**src/sv/rpnc_pkg.sv**
```systemverilog
// Shared types, codes and constants of the RPN calculator core.
package rpnc_pkg;

    localparam int DATA_W      = 32;
    localparam int OP_W        = 3;
    localparam int ST_W        = 3;
    localparam int DEPTH_OUT_W = 3;
    localparam int DEPTH_DEF   = 7;
    localparam int FRAC_DEF    = 16;
    localparam int ITERS       = 32;
    localparam int ITER_W      = 5;

    localparam logic [OP_W-1:0] OP_PUSH = 3'd0;
    localparam logic [OP_W-1:0] OP_ADD  = 3'd1;
    localparam logic [OP_W-1:0] OP_SUB  = 3'd2;
    localparam logic [OP_W-1:0] OP_MUL  = 3'd3;
    localparam logic [OP_W-1:0] OP_DIV  = 3'd4;

    localparam logic [ST_W-1:0] ST_OK    = 3'd0;
    localparam logic [ST_W-1:0] ST_FULL  = 3'd1;
    localparam logic [ST_W-1:0] ST_UNDER = 3'd2;
    localparam logic [ST_W-1:0] ST_SAT   = 3'd3;
    localparam logic [ST_W-1:0] ST_DIVZ  = 3'd4;

    localparam logic [DATA_W-1:0] VAL_MAX = 32'h7FFF_FFFF;
    localparam logic [DATA_W-1:0] VAL_MIN = 32'h8000_0000;

    typedef struct packed {
        logic                     start;
        logic [OP_W-1:0]          op;
        logic signed [DATA_W-1:0] s;
        logic signed [DATA_W-1:0] t;
    } t_alu_req;

    typedef struct packed {
        logic                     done;
        logic signed [DATA_W-1:0] res;
        logic                     sat;
        logic                     divz;
    } t_alu_rsp;

endpackage

```
**src/sv/rpnc_cmd_if.sv**
```systemverilog
// Command channel: valid/ready handshake carrying one calculator command.
interface rpnc_cmd_if;
    logic                                 valid;
    logic                                 ready;
    logic [rpnc_pkg::OP_W-1:0]            op;
    logic signed [rpnc_pkg::DATA_W-1:0]   push_value;

    modport source (output valid, output op, output push_value, input ready);
    modport sink   (input valid, input op, input push_value, output ready);
endinterface

```
**src/sv/rpnc_res_if.sv**
```systemverilog
// Result channel: valid/ready handshake carrying status, depth and top of stack.
interface rpnc_res_if;
    logic                                   valid;
    logic                                   ready;
    logic [rpnc_pkg::ST_W-1:0]              status;
    logic [rpnc_pkg::DEPTH_OUT_W-1:0]       depth;
    logic signed [rpnc_pkg::DATA_W-1:0]     top_value;

    modport source (output valid, output status, output depth, output top_value, input ready);
    modport sink   (input valid, input status, input depth, input top_value, output ready);
endinterface

```
**src/sv/rpnc_stack.sv**
```systemverilog
// Operand stack storage: one write port, one registered read port.
module rpnc_stack #(
    parameter int DEPTH = rpnc_pkg::DEPTH_DEF,
    localparam int AW   = $clog2(DEPTH)
) (
    input  logic                              i_clk,
    input  logic                              i_we,
    input  logic [AW-1:0]                     i_waddr,
    input  logic signed [rpnc_pkg::DATA_W-1:0] i_wdata,
    input  logic [AW-1:0]                     i_raddr,
    output logic signed [rpnc_pkg::DATA_W-1:0] o_rdata
);

    logic signed [rpnc_pkg::DATA_W-1:0] r_mem [DEPTH];
    logic signed [rpnc_pkg::DATA_W-1:0] r_rdata;

    always_ff @(posedge i_clk) begin
        if (i_we) begin
            r_mem[i_waddr] <= i_wdata;
        end
    end

    always_ff @(posedge i_clk) begin
        r_rdata <= r_mem[i_raddr];
    end

    assign o_rdata = r_rdata;

endmodule

```
**src/sv/rpnc_alu.sv**
```systemverilog
// Iterative arithmetic unit: add/sub in one step, shift-add multiply, restoring divide.
module rpnc_alu #(
    parameter int FRAC_BITS = rpnc_pkg::FRAC_DEF
) (
    input  logic               i_clk,
    input  logic               i_rst_n,
    input  rpnc_pkg::t_alu_req i_req,
    output rpnc_pkg::t_alu_rsp o_rsp
);

    localparam int DW = rpnc_pkg::DATA_W;

    localparam logic [2:0] A_IDLE  = 3'd0;
    localparam logic [2:0] A_SETUP = 3'd1;
    localparam logic [2:0] A_LOOP  = 3'd2;
    localparam logic [2:0] A_FIX   = 3'd3;
    localparam logic [2:0] A_FIN   = 3'd4;

    logic [2:0]                  r_state, n_state;
    logic [rpnc_pkg::OP_W-1:0]   r_op, n_op;
    logic signed [DW-1:0]        r_s, n_s;
    logic signed [DW-1:0]        r_t, n_t;
    logic [DW-1:0]               r_ma, n_ma;
    logic [DW-1:0]               r_mb, n_mb;
    logic                        r_neg, n_neg;
    logic [DW-1:0]               r_hi, n_hi;
    logic [DW-1:0]               r_lo, n_lo;
    logic [rpnc_pkg::ITER_W-1:0] r_cnt, n_cnt;
    logic                        r_done, n_done;
    logic signed [DW-1:0]        r_res, n_res;
    logic                        r_sat, n_sat;
    logic                        r_divz, n_divz;

    logic                        is_div;
    logic [DW+1:0]               base, addend, sum;
    logic                        ge;
    logic [DW:0]                 sum_as;
    logic [2*DW-1:0]             numer;
    logic signed [2*DW-1:0]      prod_sh;
    logic                        ovf;

    // Shared adder: shift-add for multiply, trial subtract for divide.
    always_comb begin
        is_div = (r_op == rpnc_pkg::OP_DIV);
        if (is_div) begin
            base   = {1'b0, r_hi, r_lo[DW-1]};
            addend = ~{2'b00, r_mb};
        end else begin
            base   = {2'b00, r_hi};
            addend = r_lo[0] ? {2'b00, r_ma} : '0;
        end
        sum = base + addend + {{(DW+1){1'b0}}, is_div};
        ge  = ~sum[DW+1];
    end

    always_comb begin
        n_state = r_state;
        n_op    = r_op;
        n_s     = r_s;
        n_t     = r_t;
        n_ma    = r_ma;
        n_mb    = r_mb;
        n_neg   = r_neg;
        n_hi    = r_hi;
        n_lo    = r_lo;
        n_cnt   = r_cnt;
        n_done  = 1'b0;
        n_res   = r_res;
        n_sat   = r_sat;
        n_divz  = r_divz;
        sum_as  = '0;
        numer   = '0;
        prod_sh = '0;
        ovf     = 1'b0;

        case (r_state)
            A_IDLE: begin
                if (i_req.start) begin
                    n_op    = i_req.op;
                    n_s     = i_req.s;
                    n_t     = i_req.t;
                    n_ma    = i_req.s[DW-1] ? DW'(-i_req.s) : DW'(i_req.s);
                    n_mb    = i_req.t[DW-1] ? DW'(-i_req.t) : DW'(i_req.t);
                    n_neg   = i_req.s[DW-1] ^ i_req.t[DW-1];
                    n_sat   = 1'b0;
                    n_divz  = 1'b0;
                    n_state = A_SETUP;
                end
            end
            A_SETUP: begin
                case (r_op)
                    rpnc_pkg::OP_ADD, rpnc_pkg::OP_SUB: begin
                        if (r_op == rpnc_pkg::OP_ADD) begin
                            sum_as = {r_s[DW-1], r_s} + {r_t[DW-1], r_t};
                        end else begin
                            sum_as = {r_s[DW-1], r_s} - {r_t[DW-1], r_t};
                        end
                        ovf     = sum_as[DW] != sum_as[DW-1];
                        n_sat   = ovf;
                        n_res   = ovf ? (sum_as[DW] ? rpnc_pkg::VAL_MIN : rpnc_pkg::VAL_MAX)
                                      : sum_as[DW-1:0];
                        n_done  = 1'b1;
                        n_state = A_IDLE;
                    end
                    rpnc_pkg::OP_MUL: begin
                        n_hi    = '0;
                        n_lo    = r_mb;
                        n_cnt   = '0;
                        n_state = A_LOOP;
                    end
                    default: begin
                        numer = (2*DW)'(r_ma) << FRAC_BITS;
                        if (r_t == '0) begin
                            n_divz  = 1'b1;
                            n_res   = r_s[DW-1] ? rpnc_pkg::VAL_MIN
                                    : (r_s == '0) ? '0 : rpnc_pkg::VAL_MAX;
                            n_done  = 1'b1;
                            n_state = A_IDLE;
                        end else if (numer[2*DW-1:DW] >= r_mb) begin
                            // Quotient needs more than 32 bits: clamp now.
                            n_sat   = 1'b1;
                            n_res   = r_neg ? rpnc_pkg::VAL_MIN : rpnc_pkg::VAL_MAX;
                            n_done  = 1'b1;
                            n_state = A_IDLE;
                        end else begin
                            n_hi    = numer[2*DW-1:DW];
                            n_lo    = numer[DW-1:0];
                            n_cnt   = '0;
                            n_state = A_LOOP;
                        end
                    end
                endcase
            end
            A_LOOP: begin
                if (is_div) begin
                    n_hi = ge ? sum[DW-1:0] : base[DW-1:0];
                    n_lo = {r_lo[DW-2:0], ge};
                end else begin
                    n_hi = sum[DW:1];
                    n_lo = {sum[0], r_lo[DW-1:1]};
                end
                n_cnt = r_cnt + 1'b1;
                if (r_cnt == rpnc_pkg::ITER_W'(rpnc_pkg::ITERS - 1)) begin
                    n_state = is_div ? A_FIN : A_FIX;
                end
            end
            A_FIX: begin
                if (r_neg) begin
                    {n_hi, n_lo} = (2*DW)'(-{r_hi, r_lo});
                end
                n_state = A_FIN;
            end
            A_FIN: begin
                if (is_div) begin
                    if (!r_neg) begin
                        n_sat = r_lo[DW-1];
                        n_res = n_sat ? rpnc_pkg::VAL_MAX : r_lo;
                    end else begin
                        n_sat = r_lo > rpnc_pkg::VAL_MIN;
                        n_res = n_sat ? rpnc_pkg::VAL_MIN : DW'(-r_lo);
                    end
                end else begin
                    // Arithmetic shift rounds toward minus infinity.
                    prod_sh = $signed({r_hi, r_lo}) >>> FRAC_BITS;
                    ovf     = !((&prod_sh[2*DW-1:DW-1]) || !(|prod_sh[2*DW-1:DW-1]));
                    n_sat   = ovf;
                    n_res   = ovf ? (prod_sh[2*DW-1] ? rpnc_pkg::VAL_MIN : rpnc_pkg::VAL_MAX)
                                  : prod_sh[DW-1:0];
                end
                n_done  = 1'b1;
                n_state = A_IDLE;
            end
            default: begin
                n_state = A_IDLE;
            end
        endcase
    end

    always_ff @(posedge i_clk) begin
        if (!i_rst_n) begin
            r_state <= A_IDLE;
            r_done  <= 1'b0;
        end else begin
            r_state <= n_state;
            r_done  <= n_done;
        end
    end

    always_ff @(posedge i_clk) begin
        r_op   <= n_op;
        r_s    <= n_s;
        r_t    <= n_t;
        r_ma   <= n_ma;
        r_mb   <= n_mb;
        r_neg  <= n_neg;
        r_hi   <= n_hi;
        r_lo   <= n_lo;
        r_cnt  <= n_cnt;
        r_res  <= n_res;
        r_sat  <= n_sat;
        r_divz <= n_divz;
    end

    assign o_rsp.done = r_done;
    assign o_rsp.res  = r_res;
    assign o_rsp.sat  = r_sat;
    assign o_rsp.divz = r_divz;

endmodule

```
**src/sv/rpn_stack_calculator_core.sv**
```systemverilog
// RPN calculator core: command sequencer, stack bookkeeping and result register.
//
// Usage: commands arrive on i_cmd (op, push_value) under valid/ready; each one
// gives exactly one beat on o_res (status, depth, top_value). The stack holds
// up to DEPTH Q-format entries; the top entry is cached in a register and the
// entry beneath it is read from the stack memory through its registered port.
// Push, underflow and unused codes finish without the arithmetic unit; add,
// subtract, and divide when the quotient clamps early or the divisor is zero,
// finish in its setup step; multiply and divide otherwise run the 32 one-bit
// iterations of the shared shift-add/subtract unit. i_cmd.ready is high only
// while the sequencer is idle, so one command is in work at a time; the next
// command beat can come in the cycle after the result is loaded. The result
// register holds a finished beat while the receiver stalls; the next command
// is still taken, and its result waits in the sequencer until the result
// register is free. Reset (i_rst_n low at a clock edge) empties the stack and
// drops any pending result; the stack memory itself is not cleared, since
// entries above the count are never used.
module rpn_stack_calculator_core #(
    parameter int DEPTH     = rpnc_pkg::DEPTH_DEF,
    parameter int FRAC_BITS = rpnc_pkg::FRAC_DEF
) (
    input  logic        i_clk,
    input  logic        i_rst_n,
    rpnc_cmd_if.sink    i_cmd,
    rpnc_res_if.source  o_res
);

    localparam int DW = rpnc_pkg::DATA_W;
    localparam int AW = $clog2(DEPTH);
    localparam int CW = $clog2(DEPTH + 1);

    localparam logic [1:0] S_IDLE = 2'd0;
    localparam logic [1:0] S_EXEC = 2'd1;
    localparam logic [1:0] S_ALU  = 2'd2;
    localparam logic [1:0] S_DONE = 2'd3;

    logic [1:0]                r_state, n_state;
    logic [rpnc_pkg::OP_W-1:0] r_op, n_op;
    logic signed [DW-1:0]      r_pv, n_pv;
    logic [CW-1:0]             r_count, n_count;
    logic signed [DW-1:0]      r_top, n_top;
    logic [rpnc_pkg::ST_W-1:0] r_status, n_status;

    logic                             r_ovalid, n_ovalid;
    logic [rpnc_pkg::ST_W-1:0]        r_ostatus, n_ostatus;
    logic [rpnc_pkg::DEPTH_OUT_W-1:0] r_odepth, n_odepth;
    logic signed [DW-1:0]             r_otop, n_otop;

    logic                 cmd_acc;
    logic                 we;
    logic [AW-1:0]        waddr;
    logic signed [DW-1:0] wdata;
    logic [AW-1:0]        raddr;
    logic signed [DW-1:0] second;

    rpnc_pkg::t_alu_req alu_req;
    rpnc_pkg::t_alu_rsp alu_rsp;

    assign cmd_acc     = i_cmd.valid && i_cmd.ready;
    assign i_cmd.ready = (r_state == S_IDLE);
    // Entry beneath the top; only used when the count is two or more.
    assign raddr       = AW'(r_count - CW'(2));

    rpnc_stack #(.DEPTH(DEPTH)) u_stack (
        .i_clk   (i_clk),
        .i_we    (we),
        .i_waddr (waddr),
        .i_wdata (wdata),
        .i_raddr (raddr),
        .o_rdata (second)
    );

    rpnc_alu #(.FRAC_BITS(FRAC_BITS)) u_alu (
        .i_clk   (i_clk),
        .i_rst_n (i_rst_n),
        .i_req   (alu_req),
        .o_rsp   (alu_rsp)
    );

    always_comb begin
        n_state   = r_state;
        n_op      = r_op;
        n_pv      = r_pv;
        n_count   = r_count;
        n_top     = r_top;
        n_status  = r_status;
        n_ovalid  = r_ovalid;
        n_ostatus = r_ostatus;
        n_odepth  = r_odepth;
        n_otop    = r_otop;
        we        = 1'b0;
        waddr     = raddr;
        wdata     = alu_rsp.res;
        alu_req.start = 1'b0;
        alu_req.op    = r_op;
        alu_req.s     = second;
        alu_req.t     = r_top;

        if (r_ovalid && o_res.ready) begin
            n_ovalid = 1'b0;
        end

        case (r_state)
            S_IDLE: begin
                if (cmd_acc) begin
                    n_op    = i_cmd.op;
                    n_pv    = i_cmd.push_value;
                    n_state = S_EXEC;
                end
            end
            S_EXEC: begin
                n_state = S_DONE;
                if (r_op == rpnc_pkg::OP_PUSH) begin
                    if (r_count < CW'(DEPTH)) begin
                        we       = 1'b1;
                        waddr    = AW'(r_count);
                        wdata    = r_pv;
                        n_count  = r_count + 1'b1;
                        n_top    = r_pv;
                        n_status = rpnc_pkg::ST_OK;
                    end else begin
                        n_status = rpnc_pkg::ST_FULL;
                    end
                end else if (r_op inside {rpnc_pkg::OP_ADD, rpnc_pkg::OP_SUB,
                                          rpnc_pkg::OP_MUL, rpnc_pkg::OP_DIV}) begin
                    if (r_count < CW'(2)) begin
                        // A lone entry is consumed and lost.
                        n_count  = '0;
                        n_status = rpnc_pkg::ST_UNDER;
                    end else begin
                        alu_req.start = 1'b1;
                        n_state       = S_ALU;
                    end
                end else begin
                    n_status = rpnc_pkg::ST_OK;
                end
            end
            S_ALU: begin
                if (alu_rsp.done) begin
                    we       = 1'b1;
                    n_count  = r_count - 1'b1;
                    n_top    = alu_rsp.res;
                    n_status = alu_rsp.divz ? rpnc_pkg::ST_DIVZ
                             : alu_rsp.sat  ? rpnc_pkg::ST_SAT : rpnc_pkg::ST_OK;
                    n_state  = S_DONE;
                end
            end
            S_DONE: begin
                // Hold until the result register is free.
                if (!r_ovalid || o_res.ready) begin
                    n_ovalid  = 1'b1;
                    n_ostatus = r_status;
                    n_odepth  = rpnc_pkg::DEPTH_OUT_W'(r_count);
                    n_otop    = (r_count != '0) ? r_top : '0;
                    n_state   = S_IDLE;
                end
            end
            default: begin
                n_state = S_IDLE;
            end
        endcase
    end

    always_ff @(posedge i_clk) begin
        if (!i_rst_n) begin
            r_state  <= S_IDLE;
            r_count  <= '0;
            r_ovalid <= 1'b0;
        end else begin
            r_state  <= n_state;
            r_count  <= n_count;
            r_ovalid <= n_ovalid;
        end
    end

    always_ff @(posedge i_clk) begin
        r_op      <= n_op;
        r_pv      <= n_pv;
        r_top     <= n_top;
        r_status  <= n_status;
        r_ostatus <= n_ostatus;
        r_odepth  <= n_odepth;
        r_otop    <= n_otop;
    end

    assign o_res.valid     = r_ovalid;
    assign o_res.status    = r_ostatus;
    assign o_res.depth     = r_odepth;
    assign o_res.top_value = r_otop;

    a_count_bound: assert property (@(posedge i_clk) disable iff (!i_rst_n)
        r_count <= CW'(DEPTH))
        else $error("stack count above depth");

    a_alu_done_in_alu: assert property (@(posedge i_clk) disable iff (!i_rst_n)
        alu_rsp.done |-> (r_state == S_ALU))
        else $error("arithmetic unit finished outside its wait state");

    a_accept_keeps_count: assert property (@(posedge i_clk) disable iff (!i_rst_n)
        cmd_acc |=> $stable(r_count))
        else $error("stack count moved on the command beat");

    a_load_on_free: assert property (@(posedge i_clk) disable iff (!i_rst_n)
        (r_state == S_DONE && r_ovalid && !o_res.ready) |=> (r_state == S_DONE))
        else $error("result dropped while receiver stalled");

endmodule

```
**src/flat_wrapper.sv**
```systemverilog
// flat-port wrapper written by rule: the top's interface ports become plain ports
module rpn_stack_calculator_core_flat 
#(
    parameter int DEPTH     = rpnc_pkg::DEPTH_DEF,
    parameter int FRAC_BITS = rpnc_pkg::FRAC_DEF
)
  (i_clk, i_rst_n, i_cmd_valid, i_cmd_op, i_cmd_push_value, i_cmd_ready, o_res_valid, o_res_status, o_res_depth, o_res_top_value, o_res_ready);
  rpnc_cmd_if i_cmd_i ();
  rpnc_res_if o_res_i ();
  input  logic i_clk;
  input  logic i_rst_n;
  input wire logic [$bits(i_cmd_i.valid)-1:0] i_cmd_valid;
  input wire logic [$bits(i_cmd_i.op)-1:0] i_cmd_op;
  input wire logic [$bits(i_cmd_i.push_value)-1:0] i_cmd_push_value;
  output wire logic [$bits(i_cmd_i.ready)-1:0] i_cmd_ready;
  output wire logic [$bits(o_res_i.valid)-1:0] o_res_valid;
  output wire logic [$bits(o_res_i.status)-1:0] o_res_status;
  output wire logic [$bits(o_res_i.depth)-1:0] o_res_depth;
  output wire logic [$bits(o_res_i.top_value)-1:0] o_res_top_value;
  input wire logic [$bits(o_res_i.ready)-1:0] o_res_ready;
  assign i_cmd_i.valid = i_cmd_valid;
  assign i_cmd_i.op = i_cmd_op;
  assign i_cmd_i.push_value = i_cmd_push_value;
  assign i_cmd_ready = i_cmd_i.ready;
  assign o_res_valid = o_res_i.valid;
  assign o_res_status = o_res_i.status;
  assign o_res_depth = o_res_i.depth;
  assign o_res_top_value = o_res_i.top_value;
  assign o_res_i.ready = o_res_ready;
  rpn_stack_calculator_core #(.DEPTH(DEPTH), .FRAC_BITS(FRAC_BITS)) u_core (.i_clk(i_clk), .i_rst_n(i_rst_n), .i_cmd(i_cmd_i), .o_res(o_res_i));
endmodule
```
**config.mk**
```make
export PLATFORM = sky130hd
export DESIGN_NAME = rpn_stack_calculator_core_flat
export DESIGN_NICKNAME = d
export VERILOG_FILES = /design/src/sv/rpnc_pkg.sv /design/src/sv/rpnc_cmd_if.sv /design/src/sv/rpnc_res_if.sv /design/src/sv/rpnc_stack.sv /design/src/sv/rpnc_alu.sv /design/src/sv/rpn_stack_calculator_core.sv /design/src/flat_wrapper.sv
export SDC_FILE = /design/constraint.sdc
export NUM_CORES = 1
export LEC_CHECK = 0
export BUFFER_PORTS_ARGS = -buffer_cell sky130_fd_sc_hd__buf_2
export CAP_MARGIN = 20
export CELL_PAD_IN_SITES_DETAIL_PLACEMENT = 1
export CELL_PAD_IN_SITES_GLOBAL_PLACEMENT = 2
export CORE_UTILIZATION = 45
export CTS_BUF_LIST = sky130_fd_sc_hd__clkbuf_2
export CTS_CLUSTER_DIAMETER = 40
export CTS_CLUSTER_SIZE = 28
export DETAILED_ROUTE_END_ITERATION = 10
export GPL_TIMING_DRIVEN = 1
export MAX_ROUTING_LAYER = met4
export PLACE_DENSITY_LB_ADDON = 0.3
export SYNTH_ARGS = -nofsm -noshare
export SYNTH_HDL_FRONTEND = slang
export SYNTH_SLANG_ARGS = --single-unit
```
**constraint.sdc**
```tcl
create_clock -name i_clk -period 17.2 [get_ports i_clk]
set_input_delay 0.86 -clock i_clk [delete_from_list [all_inputs] [get_ports i_clk]]
set_output_delay 0.86 -clock i_clk [all_outputs]
set_load 0.01 [all_outputs]
```
=== Word level (Yosys, flattened, before mapping) ===
Memories as Yosys holds them, arrays and structs flattened. A register that Yosys moved wholly into a read port is not among the register bits.
Cells that the tools add are included.

* RAM bits: 224
* Bits of input ports: 39
* Logic and storage cells: 226
* Output and inout bits: 40
* Register bits: 353
* Memories kept: 1
* Latch bits: 0
* Bits in read-only memories: 0

* Mux-type cells: 105
* Divide/modulo/power cells: 0
* Magnitude comparators: 4
* Bitwise operators: 3
* Reduce and logical (&&, ||, !) cells: 37
* Shift operators: 0
* Equality and inequality tests: 38
* Multiply operators: 0
* Add/sub/neg operators: 12

{| class="wikitable"
|+ Memory list
! name !! words !! width !! rd ports !! clocked after Yosys merged registers in !! write ports !! RTL line !! source
|-
| u_core.u_stack.r_mem || 7 || 32 || 1 || 1 || 1 || rpnc_stack.sv:14 || <nowiki>logic signed [rpnc_pkg::DATA_W-1:0] r_mem [DEPTH];</nowiki>
|}

{| class="wikitable"
|+ Operators with widths
! cell !! number
|-
| 32-bit 2-to-1 mux || 27
|-
| 32-bit case mux with 2 select lines || 5
|-
| 32-bit case mux with 3 select lines || 2
|-
| 33-bit 2-to-1 mux || 4
|-
| 31-bit 2-to-1 mux || 4
|-
| 32-bit negator || 3
|-
| 32-bit zero test || 2
|-
| 64-bit negator || 1
|-
| 3-bit 2-to-1 mux || 16
|-
| 34-bit by 1-bit adder with 34-bit output || 1
|-
| 34-bit adder || 1
|-
| 34-bit 2-to-1 mux || 1
|-
| 32-bit inverter with 34-bit output || 1
|-
| 32-bit by 32-bit adder with 33-bit output || 1
|-
| 32-bit by 32-bit subtractor with 33-bit output || 1
|-
| 16-bit by 32-bit greater-or-equal comparator with 1-bit output || 1
|-
| 32-bit > comparator, second input constant || 1
|-
| 1-bit 2-to-1 mux || 23
|-
| 5-bit case mux with 2 select lines || 2
|-
| 3-bit by 2-bit == test with 1-bit output, second input constant || 6
|-
| 17-bit AND reduction || 1
|-
| 17-bit OR reduction || 1
|-
| 2-bit 2-to-1 mux || 8
|-
| 2-bit != test, second input constant || 8
|-
| 40 further kinds || 78
|}

=== Depth between registers and ports, before layout ===
* Word-level depth: 8
* Gate-level depth with buffers: 21
* Gate-level depth less buffers: 19

=== Cells and area by module ===
A second synthesis with hierarchy kept.

* Cells, all modules: 3012
* Area total of the unflattened synthesis: 33719.8 sq um

{| class="wikitable"
|+ By module, submodules not included
! module !! instances !! sequential area each (sq um) !! area an instance (sq um) !! cells each
|-
| rpnc_alu || 1 || 7076.8 || 19022.0 || 2227
|-
| rpnc_stack || 1 || 7367.1 || 9844.4 || 491
|-
| rpn_stack_calculator_core || 1 || 3363.2 || 4853.4 || 294
|}

=== Worst setup path before layout ===
No wires, ideal clock.

* Path kind: flip-flop to flip-flop
* Start: reg u_core.r_count[1]
* End: reg u_core.u_alu.r_ma[10] (enable)
* Path slack: 1404 ps
* Required time: 16212 ps
* Clock period less this slack: 15796 ps
* Library setup time: 988 ps
* Arrival time: 14808 ps
* Cell stages (with the launch flop): 6
* Buffers on the path: 1
* Path through: dfxtp_1 > clkbuf_1 > inv_1 > ha_1 > nor3b_1 > nor4b_1

* Cells in the longest elaborated chain, start to end: 6

{| class="wikitable"
|+ RTL lines
! item !! RTL line !! source
|-
| start: declaration || rpn_stack_calculator_core.sv:40 || <nowiki>logic [CW-1:0] r_count, n_count;</nowiki>
|-
| start signal: assignment || rpn_stack_calculator_core.sv:171 || <nowiki>r_count <= n_count;</nowiki>
|-
| 3-bit by 2-bit less-than comparator with 1-bit output || rpn_stack_calculator_core.sv:126 || <nowiki>if (r_count < CW'(2)) begin</nowiki>
|-
| 1-bit 2-to-1 mux || rpn_stack_calculator_core.sv:126 ||
|-
| 1-bit 2-to-1 mux || rpn_stack_calculator_core.sv:124 || <nowiki>end else if (r_op inside {rpnc_pkg::OP_ADD, rpnc_pkg::OP_SUB,</nowiki>
|-
| 1-bit 2-to-1 mux || rpn_stack_calculator_core.sv:113 || <nowiki>if (r_op == rpnc_pkg::OP_PUSH) begin</nowiki>
|-
| 1-bit 2-to-1 mux || rpn_stack_calculator_core.sv:103 || <nowiki>case (r_state)</nowiki>
|-
| 2-bit AND reduction (no line) || n/a ||
|-
| end signal: assignment || rpnc_alu.sv:193 || <nowiki>r_ma <= n_ma;</nowiki>
|-
| end: declaration || rpnc_alu.sv:23 || <nowiki>logic [DW-1:0] r_ma, n_ma;</nowiki>
|}

No other way between the ends.
A chain may end at the register's enable or synchronous reset.

=== Final worst setup path ===
* Start: reg u_core.u_alu.r_t[7]
* End: reg u_core.u_alu.r_res[14], data pin

* Cells in the longest elaborated chain, start to end: 8
* Elaborated cells on any way between the ends: 12
* Classes of those cells: 2 x add/sub; 1 x eq/ne; 8 x mux; 1 x reduce/logical

{| class="wikitable"
|+ RTL lines
! item !! RTL line !! source
|-
| start: declaration || rpnc_alu.sv:22 || <nowiki>logic signed [DW-1:0] r_t, n_t;</nowiki>
|-
| start signal: assignment || rpnc_alu.sv:192 || <nowiki>r_t <= n_t;</nowiki>
|-
| 32-bit by 32-bit subtractor with 33-bit output / 32-bit by 32-bit adder with 33-bit output (equally long branches) || rpnc_alu.sv:96, rpnc_alu.sv:94 ||
|-
| 33-bit 2-to-1 mux || rpnc_alu.sv:93 || <nowiki>if (r_op == rpnc_pkg::OP_ADD) begin</nowiki>
|-
| 33-bit 2-to-1 mux || rpnc_alu.sv:91 || <nowiki>case (r_op)</nowiki>
|-
| 33-bit 2-to-1 mux || rpnc_alu.sv:76 || <nowiki>case (r_state)</nowiki>
|-
| 32-bit 2-to-1 mux / 1-bit != test (equally long branches) || rpnc_alu.sv:100, rpnc_alu.sv:98 ||
|-
| 32-bit 2-to-1 mux || rpnc_alu.sv:100 || <nowiki>n_res = ovf ? (sum_as[DW] ? rpnc_pkg::VAL_MIN : rpnc_pkg::VAL_MAX)</nowiki>
|-
| 32-bit case mux with 2 select lines * || rpnc_alu.sv:91 ||
|-
| 32-bit case mux with 2 select lines * || rpnc_alu.sv:76 ||
|-
| named net u_core.u_alu.n_res[14] || rpnc_alu.sv:30 || <nowiki>logic signed [DW-1:0] r_res, n_res;</nowiki>
|-
| end signal: assignment || rpnc_alu.sv:199 || <nowiki>r_res <= n_res;</nowiki>
|-
| end: declaration || rpnc_alu.sv:30 ||
|}

Mark *: on every way through the listed nets, which the timed path passes. The rest lies on a longest branch. The select of a mux whose other input is x is not followed.

==> results.yml <==
outcome:
  outcome: "complete, no violations"
sta:
  skew_ps: 154
  slew_violations: 0
  tightest_slew_ps: 1170
  fmax_mhz: 156
  relSlewSlack: 0.210
  fin_crit_sh: 0.372
  setup_viol_count_final: 0
  hold_viol_final: 0
  fin_ws_ps: 10800
  fin_crit_ps: 6400
  rsz0062_at_grt: "false"
  tns_ps: 0
floorplanning:
  ios: 79
  core_um2: 71600
  initial_core_util: 0.455
  dieHeight_um: 271
  num_rows: 98
  die_width_um: 271
  die_area_um2: 73500
logic_synthesis:
  yosysTopAreaCell: "edfxtp_1"
  ys_types: 76
  ys_seq_area_frac: 0.546
  synth_most_common_cell: "edfxtp_1"
  ys.flop_type: "edfxtp_1"
  ys_async_sr_fraction: 0
  yosys_warnings: 0
  synth_enable_flop_cells: 565
  ys_top_cells_by_area: "edfxtp_1, nand2_1, xnor2_1"
  ys_ff_latch: 607
  synth_top_area_frac: 0.521
  syn-num-nets: 3060
  syn_area_per_cell_um2: 11.2
  synth_cells: 2922
  syn_area_um2: 32600
  yosys-top-cells-count: "edfxtp_1, nand2_1, o21ai_0"
worst_setup_path:
  reg2reg_from: "u_core.u_alu.r_t[7]$_DFFE_PP_"
  ff2ff_setup_slack_ps: 10800
  crit_start: "u_core.u_alu.r_t[7]$_DFFE_PP_"
  critPathKind: "register to register"
  crit_path_end_kind: "register"
  crit_arrival_ps: 7300
  required_ps: 18100
  worstPathMaxFanout: 18
  r2r_cells: 19
  r2r_end: "u_core.u_alu.r_res[14]$_DFFE_PP_"
  start_kind: "register"
flow_run:
  drv_cap: 0
route:
  route.detailed.drc: 0
  met3_length_um: 5700
  met2_length_um: 53300
  viasPerCell: 6.19
  num_vias: 25004
  wl_per_cell_um: 28.0
  firstDrtPassIters: 6
  first_iter_violations: 2472
  wirelength_um: 113000
  wl_met1_um: 50100
  antenna_left: 0
  routed.top_layer: "met4"
pwr:
  power.density_nw_per_um2: 122
  ir_worst_vdd_mv: 0.100
  power.leakage_nw: 12.1
placement:
  gp_congestion: 0.964
  place_inst: 3814
  placedInstanceArea_um2: 33900
  dp_hpwl_um: 81400
  port_buffers: 78
  post-place-ws_ps: 10750
finish:
  fin_area_um2: 35700
  fill_cells: 7728
  final_cells: 4037
  final_layout_size_suffix_gt1_frac: 0.146
  nets: 3138
  synthToLayoutAreaGrowth_pct: 9.45
grt:
  grt_util_all_layers: 0.315
  grt_pass1_wl_um: 168000
  grt_max_degree: 79
  overflow: 0
  grt_pass1_vias: 25202
  antenna_found_initial: 7
cts:
  htreeDepth: 3
  clock-root-buffer: "clkbuf_2"
  cts_setup_buffers: 0
  cts_tree: "built"
  numCtsBuffers: 93
  path_clk_slew_ps: 220
  ctsLongestPathBuffers: 3
  cts_hold_buf: 37
  cts_num_sinks: 607
  cts-resized-gates: 0
  clk_latency_ps: 1290
worst_hold_path:
  min_from: "i_cmd_valid"
  hold_end: "u_core.r_state[1]$_SDFFE_PN0P_"
  hold_path_class: "primary input to register"
  holdPathStages: 4
through the flow:
step,hold WS [ps],power [mW],util
2_1_floorplan,400,2.83,-
3_3_place_gp,412,3.32,0.474
3_5_place_dp,405,3.36,0.474
4_1_cts,19.0,4.32,0.497
5_1_grt,68.8,4.50,0.498
6_report,158,4.33,0.498
cell usage in the layout, fill, tap and decap left out, drive strengths merged, types with 42 or more instances in the layout:
cell    instances
edfxtp        565
nand2         374
o21ai         228
a21oi         208
xnor2         142
nor2          123
buf           122
clkbuf         98
ha             96
inv            78
nand3          73
mux2i          69
mux2           69
a31oi          60
xor2           57
nor3           52
and2           46
dfxtp          42
flip-flops by register name, indices dropped and copies added, names as in the netlist, 32 cells and up:
| name | count |
|---|---|
| u_core.o_res.top_value | 32 |
| u_core.r_top | 32 |
| u_core.u_alu.r_hi | 32 |
| u_core.u_alu.r_s | 32 |
| u_core.r_pv | 32 |
| u_core.u_alu.r_t | 32 |
| u_core.u_stack.o_rdata | 32 |
| u_core.u_alu.r_res | 32 |
| u_core.u_stack.r_mem | 224 |
| u_core.u_alu.r_lo | 32 |
power by group:
part	internal (mW)	leakage [nW]	switching [mW]
sequential	1.90	5.51	0.250
combinational	0.441	5.88	0.778
clock	0.336	0.743	0.625
total	2.68	12.1	1.65
cells by family (layout without fill, tap and decap cells):
kind of cell | count (synthesis) | in the layout | share of synthesized area
mux | 170 | 170 | 0.0672
compound gates | 726 | 726 | 0.133
other cells | 0 | 7 | 0
xor+xnor | 199 | 199 | 0.0535
buf+inv | 232 | 390 | 0.0276
fa+ha+maj | 99 | 99 | 0.0387
flops | 607 | 607 | 0.546
simple gates | 889 | 889 | 0.133
area by class of cell:
| cell class | count | area (um^2) | share of cell area |
|---|---|---|---|
| clock inverter | 77 | 768 | 0.0215 |
| clock buffer | 98 | 490 | 0.0138 |
| inverter | 56 | 211 | 0.00593 |
| multi-input combinational | 2083 | 14000 | 0.393 |
| timing repair buffer | 159 | 1170 | 0.0327 |
| antenna | 7 | 17.5 | 0.000491 |
| sequential | 607 | 17800 | 0.499 |
| tap | 950 | 1190 | 0.0333 |
worst max-delay path by stage:
stage / depth (start not counted) / to
floorplan: 5 / u_core.u_alu.r_ma[10]$_DFFE_PP_
global placement: 18 / u_core.u_alu.r_res[12]$_DFFE_PP_
detailed placement: 18 / u_core.u_alu.r_res[14]$_DFFE_PP_
CTS: 18 / u_core.u_alu.r_res[14]$_DFFE_PP_
global route: 18 / u_core.u_alu.r_hi[21]$_DFFE_PP_
finish: 19 / u_core.u_alu.r_res[14]$_DFFE_PP_
metal layers:
layer | vias up | GRT usage
li1 | 11178 | -
met1 | 12782 | 0.423
met2 | 831 | 0.498
met3 | 213 | 0.0362
met4 | 0 | 0.104
met5 | - | -
worst max-delay path, stage by stage (launching register included):
cell      delay, ps
edfxtp_1        490
or4_1           690
nor4_1          540
nand2_1         160
nor2_1          540
a21oi_1         270
a21oi_1         230
xnor2_1         150
ha_1            310
and3_1          240
a311o_1         360
nor2_1          100
nor3_1          110
or4_1           520
o221a_2         270
or2_1           270
nor2b_2         260
buf_8           240
a21oi_1         200
a31oi_1          80
No activity file was read; power rests on OpenSTA's default activity.
